==> config.mk <==
export PLATFORM = sky130hd
export DESIGN_NAME = rational_arithmetic_unit_core
export DESIGN_NICKNAME = d
export VERILOG_FILES = /design/src/sv/rau_pkg.sv /design/src/sv/rau_ctrl.sv /design/src/sv/rau_dp.sv /design/src/sv/rational_arithmetic_unit_core.sv
export SDC_FILE = /design/constraint.sdc
export NUM_CORES = 2
export LEC_CHECK = 0
export ABC_AREA = 1
export BUFFER_PORTS_ARGS = -buffer_cell sky130_fd_sc_hd__buf_2
export CAP_MARGIN = 20
export CORE_ASPECT_RATIO = 0.7
export CORE_UTILIZATION = 30
export CTS_CLUSTER_SIZE = 14
export DETAILED_ROUTE_END_ITERATION = 12
export MAX_ROUTING_LAYER = met4
export SLEW_MARGIN = 25
export SYNTH_ARGS = -nofsm -noshare
export SYNTH_HDL_FRONTEND = slang
export SYNTH_SLANG_ARGS = --single-unit
==> constraint.sdc <==
create_clock -name clk -period 17.2 [get_ports clk]
set_clock_uncertainty 0.1 [all_clocks]
set_input_delay 2.58 -clock clk [delete_from_list [all_inputs] [get_ports clk]]
set_output_delay 2.58 -clock clk [all_outputs]
set_load 0.05 [all_outputs]
==> src/sv/rau_pkg.sv <==
package rau_pkg;

  // Default operand width and fixed result field widths
  localparam int DEF_OPERAND_WIDTH = 16;
  localparam int OPC_W             = 2;
  localparam int RES_NUM_W         = 33;
  localparam int RES_DEN_W         = 32;
  localparam int OUT_TDATA_W       = ((RES_NUM_W + RES_DEN_W + 7) / 8) * 8;
  localparam int OUT_PAD_W         = OUT_TDATA_W - RES_NUM_W - RES_DEN_W;

  typedef enum logic [OPC_W-1:0] {
    OP_ADD = 2'd0,
    OP_SUB = 2'd1,
    OP_MUL = 2'd2,
    OP_DIV = 2'd3
  } opcode_t;

  // Which product the shared multiplier forms this cycle
  typedef enum logic [1:0] {
    MSEL_P0,
    MSEL_P1,
    MSEL_P2
  } mul_sel_t;

  // Controller to datapath
  typedef struct packed {
    logic     load;
    logic     mul_en;
    mul_sel_t mul_sel;
    logic     form;
    logic     gcd_init;
    logic     gcd_step;
    logic     gcd_fin;
    logic     div_step;
    logic     out_load;
  } cmd_t;

  // Datapath to controller
  typedef struct packed {
    logic err;
    logic gcd_done;
    logic div_last;
  } sts_t;

endpackage

==> src/sv/rau_ctrl.sv <==
module rau_ctrl (
  input  logic          clk,
  input  logic          rst,
  input  logic          s_valid,
  output logic          s_ready,
  output logic          m_valid,
  input  logic          m_ready,
  output rau_pkg::cmd_t cmd,
  input  rau_pkg::sts_t sts
);
  import rau_pkg::*;

  typedef enum logic [3:0] {
    IDLE,
    MUL0,
    MUL1,
    MUL2,
    FORM,
    CHECK,
    GCD,
    GSHIFT,
    DIV,
    DONE
  } state_t;

  state_t state;
  state_t state_next;
  logic   out_free;

  assign out_free = !m_valid || m_ready;
  assign s_ready  = (state == IDLE);

  // Decode commands and next state
  always_comb begin
    cmd         = '0;
    cmd.mul_sel = MSEL_P0;
    state_next  = state;
    unique case (state)
      IDLE: begin
        if (s_valid) begin
          cmd.load   = 1'b1;
          state_next = MUL0;
        end
      end
      MUL0: begin
        cmd.mul_en  = 1'b1;
        cmd.mul_sel = MSEL_P0;
        state_next  = MUL1;
      end
      MUL1: begin
        cmd.mul_en  = 1'b1;
        cmd.mul_sel = MSEL_P1;
        state_next  = MUL2;
      end
      MUL2: begin
        cmd.mul_en  = 1'b1;
        cmd.mul_sel = MSEL_P2;
        state_next  = FORM;
      end
      FORM: begin
        cmd.form   = 1'b1;
        state_next = CHECK;
      end
      CHECK: begin
        if (sts.err) begin
          state_next = DONE;
        end else begin
          cmd.gcd_init = 1'b1;
          state_next   = GCD;
        end
      end
      GCD: begin
        if (sts.gcd_done) begin
          state_next = GSHIFT;
        end else begin
          cmd.gcd_step = 1'b1;
        end
      end
      GSHIFT: begin
        cmd.gcd_fin = 1'b1;
        state_next  = DIV;
      end
      DIV: begin
        cmd.div_step = 1'b1;
        if (sts.div_last) begin
          state_next = DONE;
        end
      end
      DONE: begin
        if (out_free) begin
          cmd.out_load = 1'b1;
          state_next   = IDLE;
        end
      end
      default: state_next = IDLE;
    endcase
  end

  // Hold state and output valid
  always_ff @(posedge clk) begin
    if (rst) begin
      state   <= IDLE;
      m_valid <= 1'b0;
    end else begin
      state <= state_next;
      if (cmd.out_load) begin
        m_valid <= 1'b1;
      end else if (m_ready) begin
        m_valid <= 1'b0;
      end
    end
  end

endmodule

==> src/sv/rau_dp.sv <==
module rau_dp #(
  parameter int OPERAND_WIDTH = rau_pkg::DEF_OPERAND_WIDTH
) (
  input  logic                                clk,
  input  rau_pkg::cmd_t                       cmd,
  output rau_pkg::sts_t                       sts,
  input  rau_pkg::opcode_t                    opcode,
  input  logic signed [OPERAND_WIDTH-1:0]     a_num,
  input  logic signed [OPERAND_WIDTH-1:0]     a_den,
  input  logic signed [OPERAND_WIDTH-1:0]     b_num,
  input  logic signed [OPERAND_WIDTH-1:0]     b_den,
  output logic signed [rau_pkg::RES_NUM_W-1:0] res_num,
  output logic signed [rau_pkg::RES_DEN_W-1:0] res_den,
  output logic                                zero_den_error
);
  import rau_pkg::*;

  // Product width, and working width (sum of two products, wrapping at 64 bits)
  localparam int PW = 2 * OPERAND_WIDTH;
  localparam int IW = (2 * OPERAND_WIDTH + 1 > 64) ? 64 : 2 * OPERAND_WIDTH + 1;
  localparam int KW = $clog2(IW);

  opcode_t                         op;
  logic signed [OPERAND_WIDTH-1:0] an, ad, bn, bd;
  logic signed [OPERAND_WIDTH-1:0] mx, my;
  logic signed [PW-1:0]            prod, pa, pb;
  logic signed [IW-1:0]            num, den;
  logic signed [IW-1:0]            num_form;
  logic                            err;
  logic [IW-1:0]                   num_mag, den_mag;
  logic [IW-1:0]                   u, v, g, diff;
  logic [KW-1:0]                   k;
  logic [IW-1:0]                   qn, qd, rn, rd;
  logic [IW:0]                     sn, sd;
  logic                            bit_n, bit_d;
  logic [KW-1:0]                   cnt;
  logic signed [IW-1:0]            rnum, rden;

  // Capture operands
  always_ff @(posedge clk) begin
    if (cmd.load) begin
      op <= opcode;
      an <= a_num;
      ad <= a_den;
      bn <= b_num;
      bd <= b_den;
    end
  end

  // Select the multiplier operands
  always_comb begin
    unique case (cmd.mul_sel)
      MSEL_P0: begin
        mx = an;
        my = (op == OP_MUL) ? bn : bd;
      end
      MSEL_P1: begin
        mx = bn;
        my = ad;
      end
      MSEL_P2: begin
        mx = ad;
        my = (op == OP_DIV) ? bn : bd;
      end
      default: begin
        mx = an;
        my = bd;
      end
    endcase
  end

  // Shared multiplier; earlier products shift down a two-entry history
  always_ff @(posedge clk) begin
    if (cmd.mul_en) begin
      prod <= PW'(mx) * PW'(my);
      pa   <= prod;
      pb   <= pa;
    end
  end

  // Combine the cross products
  always_comb begin
    unique case (op)
      OP_ADD:  num_form = IW'(pb) + IW'(pa);
      OP_SUB:  num_form = IW'(pb) - IW'(pa);
      OP_MUL:  num_form = IW'(pb);
      OP_DIV:  num_form = IW'(pb);
      default: num_form = IW'(pb);
    endcase
  end

  always_ff @(posedge clk) begin
    if (cmd.form) begin
      num <= num_form;
      den <= IW'(prod);
      err <= (prod == '0);
    end
  end

  assign num_mag = num[IW-1] ? IW'(-num) : IW'(num);
  assign den_mag = den[IW-1] ? IW'(-den) : IW'(den);

  // Binary gcd: strip common twos into k, shift out lone twos, subtract odd pairs
  assign diff = u - v;

  always_ff @(posedge clk) begin
    if (cmd.gcd_init) begin
      u <= num_mag;
      v <= den_mag;
      k <= '0;
    end else if (cmd.gcd_step) begin
      priority if (!u[0] && !v[0]) begin
        u <= u >> 1;
        v <= v >> 1;
        k <= k + 1'b1;
      end else if (!u[0]) begin
        u <= u >> 1;
      end else if (!v[0]) begin
        v <= v >> 1;
      end else if (u >= v) begin
        u <= diff;
      end else begin
        v <= IW'(-diff);
      end
    end
  end

  // Restoring division of both magnitudes by the gcd, one quotient bit a cycle
  assign sn    = {rn, qn[IW-1]};
  assign sd    = {rd, qd[IW-1]};
  assign bit_n = (sn >= {1'b0, g});
  assign bit_d = (sd >= {1'b0, g});

  always_ff @(posedge clk) begin
    if (cmd.gcd_fin) begin
      g   <= v << k;
      qn  <= num_mag;
      qd  <= den_mag;
      rn  <= '0;
      rd  <= '0;
      cnt <= '0;
    end else if (cmd.div_step) begin
      rn  <= bit_n ? IW'(sn - {1'b0, g}) : IW'(sn);
      rd  <= bit_d ? IW'(sd - {1'b0, g}) : IW'(sd);
      qn  <= {qn[IW-2:0], bit_n};
      qd  <= {qd[IW-2:0], bit_d};
      cnt <= cnt + 1'b1;
    end
  end

  // Restore the signs, or pass the raw fraction on error
  always_comb begin
    if (err) begin
      rnum = num;
      rden = den;
    end else begin
      rnum = num[IW-1] ? IW'(-qn) : IW'(qn);
      rden = den[IW-1] ? IW'(-qd) : IW'(qd);
    end
  end

  always_ff @(posedge clk) begin
    if (cmd.out_load) begin
      res_num        <= RES_NUM_W'(rnum);
      res_den        <= RES_DEN_W'(rden);
      zero_den_error <= err;
    end
  end

  assign sts.err      = err;
  assign sts.gcd_done = (u == '0);
  assign sts.div_last = (cnt == KW'(IW - 1));

endmodule

==> src/sv/rational_arithmetic_unit_core.sv <==
// Channel   Direction  tdata (low bit up)                  tuser
// s_axis    in         a_num, a_den, b_num, b_den          opcode
// m_axis    out        res_num, res_den, zero pad          zero_den_error
//
// One transaction at a time. Per item, in order: accept, form the three products
// in turn on the shared multiplier, form and check, run the binary gcd loop until
// it finishes, shift, run IW division steps (IW = 2*OPERAND_WIDTH+1 capped at 64),
// then load the result register. An item with a zero denominator skips the gcd
// and division.
// Synchronous reset clears the controller and the output valid. A new item is
// taken while a result waits in the output register; the block stalls in its
// last step only if that register is still full.
module rational_arithmetic_unit_core #(
  parameter int OPERAND_WIDTH = rau_pkg::DEF_OPERAND_WIDTH
) (
  input  logic                                                clk,
  input  logic                                                rst,
  input  logic                                                s_axis_tvalid,
  output logic                                                s_axis_tready,
  // a_num, a_den, b_num, b_den, zero pad
  input  logic [((4 * OPERAND_WIDTH + 7) / 8) * 8 - 1:0]     s_axis_tdata,
  // opcode
  input  logic [rau_pkg::OPC_W-1:0]                           s_axis_tuser,
  output logic                                                m_axis_tvalid,
  input  logic                                                m_axis_tready,
  // res_num, res_den, zero pad
  output logic [rau_pkg::OUT_TDATA_W-1:0]                     m_axis_tdata,
  // zero_den_error
  output logic                                                m_axis_tuser
);
  import rau_pkg::*;

  localparam int W = OPERAND_WIDTH;

  cmd_t                  cmd;
  sts_t                  sts;
  logic signed [RES_NUM_W-1:0] res_num;
  logic signed [RES_DEN_W-1:0] res_den;

  rau_ctrl u_ctrl (
    .clk     (clk),
    .rst     (rst),
    .s_valid (s_axis_tvalid),
    .s_ready (s_axis_tready),
    .m_valid (m_axis_tvalid),
    .m_ready (m_axis_tready),
    .cmd     (cmd),
    .sts     (sts)
  );

  rau_dp #(
    .OPERAND_WIDTH (OPERAND_WIDTH)
  ) u_dp (
    .clk            (clk),
    .cmd            (cmd),
    .sts            (sts),
    .opcode         (opcode_t'(s_axis_tuser)),
    .a_num          (s_axis_tdata[W-1:0]),
    .a_den          (s_axis_tdata[2*W-1:W]),
    .b_num          (s_axis_tdata[3*W-1:2*W]),
    .b_den          (s_axis_tdata[4*W-1:3*W]),
    .res_num        (res_num),
    .res_den        (res_den),
    .zero_den_error (m_axis_tuser)
  );

  // Pack the result fields
  assign m_axis_tdata = {{OUT_PAD_W{1'b0}}, res_den, res_num};

endmodule

# Word level (Yosys, flattened, before mapping)
# Index checks and enable logic that the tools add are counted.
[op_classes]
add_sub_neg = 12
mul = 1
order_cmp = 3
n_eq_ne = 22
n_shift = 1
mux = 49
reduce_logical = 20
[ops]
columns = ["cell", "count"]
rows = [
  ["two-way mux 33 bit", 22],
  ["negator 33 bit", 3],
  ["case mux 33 bit (3 select lines)", 1],
  ["subtractor 33 bit", 3],
  [">= comparator 34 x 33 -> 1 bit", 2],
  ["two-way mux 32 bit", 2],
  ["case mux 16 bit (3 select lines)", 1],
  ["case mux 4 bit (10 select lines)", 1],
  ["adder 32 x 32 -> 33 bit", 1],
  [">= comparator 33 bit", 1],
  ["zero test 33 bit", 1],
  ["negator 32 -> 33 bit", 1],
  ["left shift 33 x 6 -> 33 bit", 1],
  ["subtractor 32 x 32 -> 33 bit", 1],
  ["zero test 32 bit", 1],
  ["multiplier 16 x 16 -> 32 bit", 1],
  ["two-way mux 16 bit", 2],
  ["negator 32 bit", 1],
  ["case mux 16 bit (2 select lines)", 1],
  ["two-way mux 4 bit", 5],
  ["== test 4 x 3 -> 1 bit, second input constant", 4],
  ["two-way mux 1 bit", 13],
  ["adder 6 x 1 -> 6 bit, second input constant", 2],
  ["!= test 4 bit, second input constant", 3],
  ["other kinds (20)", 34],
]
[word_totals]
reg_bits = 542
output_inout_bits = 75
word_cells = 135

# Logic depth before layout (Yosys ltp)
[logic_depth]
ltp_word = 8
mapped_depth = 37
ltp_nobuf = 37

# By module
# A second synthesis with hierarchy kept.
[hier_totals]
cells_unflattened = 5949
area_unflattened_um2 = 46275.6
[by_module_without_submodules]
columns = ["module", "instances", "cells_each", "area_per_inst_um2"]
rows = [
  ["rau_dp", 1, 5878, 45835.2],
  ["rau_ctrl", 1, 63, 384.1],
  ["rational_arithmetic_unit_core", 1, 8, 56.3],
]

# Worst setup path after synthesis
# OpenSTA, ideal clock, no wires.
[synth_path]
path_kind = "register to register"
start = "register u_ctrl.state[3]"
end = "register u_dp.prod[28] (data pin)"
arrival_time_ns = 7.183
required_time_ns = 16.826
slack_ns = 9.643
stages_incl_launch_ff = 29
n_path_buf = 2
synth_period_minus_slack_ns = 7.557
path_cell_list = "dfxtp_1 > nor2_1 > inv_1 > nor3_1 > ha_1 > clkbuf_1 > clkbuf_1 > a21oi_1 > nand3_1 > nand2_1 > nor2_1 > inv_1 > fa_1 > inv_1 > fa_1 > fa_1 > fa_1 > fa_1 > inv_1 > fa_1 > inv_1 > ha_1 > a21oi_1 > inv_1 > a31oi_1 > nor3_1 > a2111oi_0 > o41ai_1 > xor2_1"
[synth_between]
elab_chain_len = 5
elab_cells_between_ends = 10
[synth_rtl]
columns = ["element", "line_no", "text"]
rows = [
  ["from (decl)", "rau_ctrl.sv:26", "state_t state;"],
  ["from (signal assigned)", "rau_ctrl.sv:105", "state <= state_next;"],
  ["== test 4 x 2 -> 1 bit or == test 4 x 1 -> 1 bit (tied branches)", "rau_ctrl.sv:38", "unique case (state)"],
  ["case mux 3 bit (3 select lines) (*)", "rau_ctrl.sv:38", ""],
  ["== test 2 bit, or another cell as far along", "rau_dp.sv:52", "unique case (cmd.mul_sel)"],
  ["case mux 16 bit (3 select lines) or case mux 16 bit (2 select lines) (tied branches)", "rau_dp.sv:52", ""],
  ["multiplier 16 x 16 -> 32 bit (*)", "rau_dp.sv:75", "prod <= PW'(mx) * PW'(my);"],
  ["to (signal assigned)", "rau_dp.sv:75", ""],
  ["to (decl)", "rau_dp.sv:26", "logic signed [PW-1:0] prod, pa, pb;"],
]
# Every way passes the cells marked *; elsewhere a longest branch is shown, timed or not.
# A chain may end at the register's enable or synchronous reset.

# Worst setup path in the final report
[layout_path]
start = "register u_ctrl.state[0]"
end = "register u_dp.prod[28] (data pin)"
# Same word-level chain as after synthesis.

==> impl_metrics.csv <==
group,metric,value,unit
route,num_vias,40629,
die,dieHeight,329,um
yosys,synth_commonest_cells,"1,243 x nand2_1, 952 x inv_1, 628 x nor2_1, 459 x edfxtp_1, 428 x o21ai_0",
die,core,151000,um2
finish,fillers,15922,
global_route,antenna_found_initial,5,
worst_setup_path,cp_max_fo,23,
route,wire_per_inst,20.7,um
timing,post-route-period-util,0.562,
worst_setup_path,path_depth,29,
yosys,syn-instance-count,5836,
yosys,synth_area_leaders,"edfxtp_1 30%, fa_1 12%, nand2_1 10%",
yosys,synth-simple-area-share,0.220,
yosys,synth_top_family_by_area,"simple AND/OR/NAND/NOR gates",
yosys,synthesis.area,45900,um2
cts,clockBufferDepth,3,
timing,tns,0,ns
global_route,grt_usage,0.218,
route,viasPerCell,5.10,
timing,fmax,104,MHz
die,die_x,469,um
cts,clock-sinks,542,
timing,min_period,9.66,ns
die,rows,119,
worst_setup_path,crit_top_cell,"inv_1",
timing,setup_slack,7.54,ns
die,io_pins,145,
placement,place_ws,7.69,ns
worst_setup_path,end_kind,"register",
job,cap_violations,0,
route,routed_wl,165000,um
cts,cts_setup_buffers,0,
yosys,synthAdderAreaFrac,0.179,
yosys,syn-mean-instance-area,7.86,um2
yosys,async_flop_share,0,
worst_setup_path,cp-endpoint,"u_dp.prod[28]",
finish,n_antenna_cell,0,
placement,gp_congestion,0.986,
cts,cts_inserted_buffers,59,
route,dr.first_iter.drc_count,4226,
cts,h-tree-depth,2,
timing,drv_slew,0,
finish,final_nets,6481,
timing,hold_viol_final,0,
worst_setup_path,critPathTopFamily,"adder cells",
route,ant_nets,0,
yosys,synth-main-ff-cell,"edfxtp_1",
placement,io_buffers,137,
worst_setup_path,crit_start,"u_ctrl.state[0]",
timing,tightestPinTransition,1.05,ns
worst_setup_path,r2r_cells,29,
run_status,outcome,"completed",
route,drc,0,
yosys,synth_xor_area_frac,0.0396,
yosys,yosysWarnings,0,
placement,hpwlAfterDp,132000,um
global_route,grt_pass1_wl,247000,um
worst_setup_path,cp_slowest_cell,"fa_1",
finish,drive_gt1_frac,0.0731,
yosys,synthMuxAreaShare,0.00305,
worst_setup_path,r2r-start,"u_ctrl.state[0]",
worst_setup_path,worstSetupPathType,"register to register",
global_route,grt_overflow,0,
cts,cts_resized,0,
timing,slew-limit-headroom,0.298,
die,die_area,155000,um2
cts,hold_buffers,0,
yosys,synth.distinct_cells,67,
timing,setup_viol,0,
yosys,ys_seq_area_frac,0.337,
cts,cts_root_buf,"clkbuf_16",
cts,worstSkewPairLatency,0.73,ns
worst_setup_path,crit_arrival,9.95,ns
yosys,yosysTopAreaCell,"edfxtp_1",
global_route,grt_max_degree,85,
yosys,synth_edf_count,459,
worst_setup_path,startpoint_type,"register",
finish,area_growth,10.8,%
worst_setup_path,reg2reg_setup_slack,7.54,ns
route,dr.pass1.iters,9,
finish,design_area,50900,um2
yosys,synthDominantCellAreaShare,0.300,
yosys,yosysMostFrequentCell,"nand2_1",
yosys,ys_ff_latch,542,
worst_setup_path,cpPeakStageDelay,0.89,ns
die,start_util,0.304,
worst_setup_path,path_buf_inv,8,
global_route,grt_pass1_vias,37843,
worst_setup_path,r2r_end,"u_dp.prod[28]",
cts,path_clk_slew,0.07,ns
worst_hold_path,min_path_type,"register to register",
cts,tritoncts,"done",
placement,place_area,48800,um2
yosys,synth_compound_area_frac,0.126,
worst_setup_path,required,17.49,ns
timing,rsz0062_at_grt,"no",
[worst min-delay path by stage]
stage / from / endpoint / slack (ns) / depth (start not counted)
final: u_dp.pa[30] / u_dp.pb[30] / 0.36 / 0
after global routing: u_dp.pa[1] / u_dp.pb[1] / 0.36 / 0
after CTS: u_dp.pa[30] / u_dp.pb[30] / 0.36 / 0
after detailed placement: u_dp.pa[1] / u_dp.pb[1] / 0.34 / 0
after global placement: u_dp.pa[30] / u_dp.pb[30] / 0.33 / 0
after floorplan: u_dp.err / u_dp.zero_den_error / 0.32 / 0
[worst reg2reg max path, delay by kind of cell, from the launching register on]
family / cells / cell delay (ns)
XOR/XNOR: 1 / 0.17
buffers and inverters: 8 / 1.22
AND/OR/NAND/NOR: 6 / 1.09
flip-flops: 1 / 0.42
adder cells (fa/ha/maj): 8 / 4.87
AO/OA/AOI/OAI: 6 / 1.50
[cell usage in the layout, fill, tap and decap left out, types with 59 or more instances in the layout]
master / n
xor2_1: 128
a31oi_1: 65
nand2_1: 1239
xnor2_1: 76
nand3_1: 231
o21ai_0: 425
ha_1: 229
nor3_1: 76
nor2_1: 621
edfxtp_1: 459
dfxtp_1: 82
fa_1: 266
a21oi_1: 306
clkbuf_16: 59
buf_2: 137
inv_1: 951
[state kept, by name, indices dropped and copies added, names as in the netlist, 32 cells and up]
register,flops
u_dp.rd,33
u_dp.qn,33
u_dp.num,33
u_dp.prod,32
u_dp.u,33
u_dp.g,33
u_dp.res_den,32
u_dp.rn,33
u_dp.pa,32
u_dp.pb,32
u_dp.den,32
u_dp.res_num,33
u_dp.v,33
u_dp.qd,33
[through the flow]
stage | std cells | hold WS, ns | utilization
detailed placement | 7851 | 0.341 | 0.323
finish | 7961 | 0.357 | 0.337
global route | 7961 | 0.364 | 0.337
CTS | 7961 | 0.364 | 0.336
global placement | 7851 | 0.335 | 0.323
floorplan | 5842 | 0.324 | -
[cell families after synthesis]
family                   after synthesis
AND/OR/NAND/NOR                     2400
buffers and inverters               1155
AO/OA/AOI/OAI                       1023
flip-flops                           542
adder cells (fa/ha/maj)              495
XOR/XNOR                             206
multiplexers                          14
other                                  1
[area by class of cell]
| class | count | area [um2] | area share |
|---|---|---|---|
| clock buffer | 73 | 1560 | 0.0307 |
| clock inverter | 37 | 507 | 0.00996 |
| inverter | 980 | 3680 | 0.0724 |
| multi-input combinational | 4145 | 26100 | 0.513 |
| sequential | 542 | 15400 | 0.304 |
| tap | 1996 | 2500 | 0.0491 |
| timing repair buffer | 188 | 1070 | 0.0211 |
[routing by layer]
| metal | global-route usage | vias to the layer above | routed length (um) |
|---|---|---|---|
| met1 | 0.340 | 19725 | 83600 |
| li1 | - | 19141 | - |
| met4 | 0.0362 | 0 | 2520 |
| met5 | - | - | 0 |
| met2 | 0.289 | 1634 | 63400 |
| met3 | 0.0385 | 129 | 15100 |
Power is not shown: default switching activity piles up to over one toggle a cycle in this logic, so the estimate is an artifact.
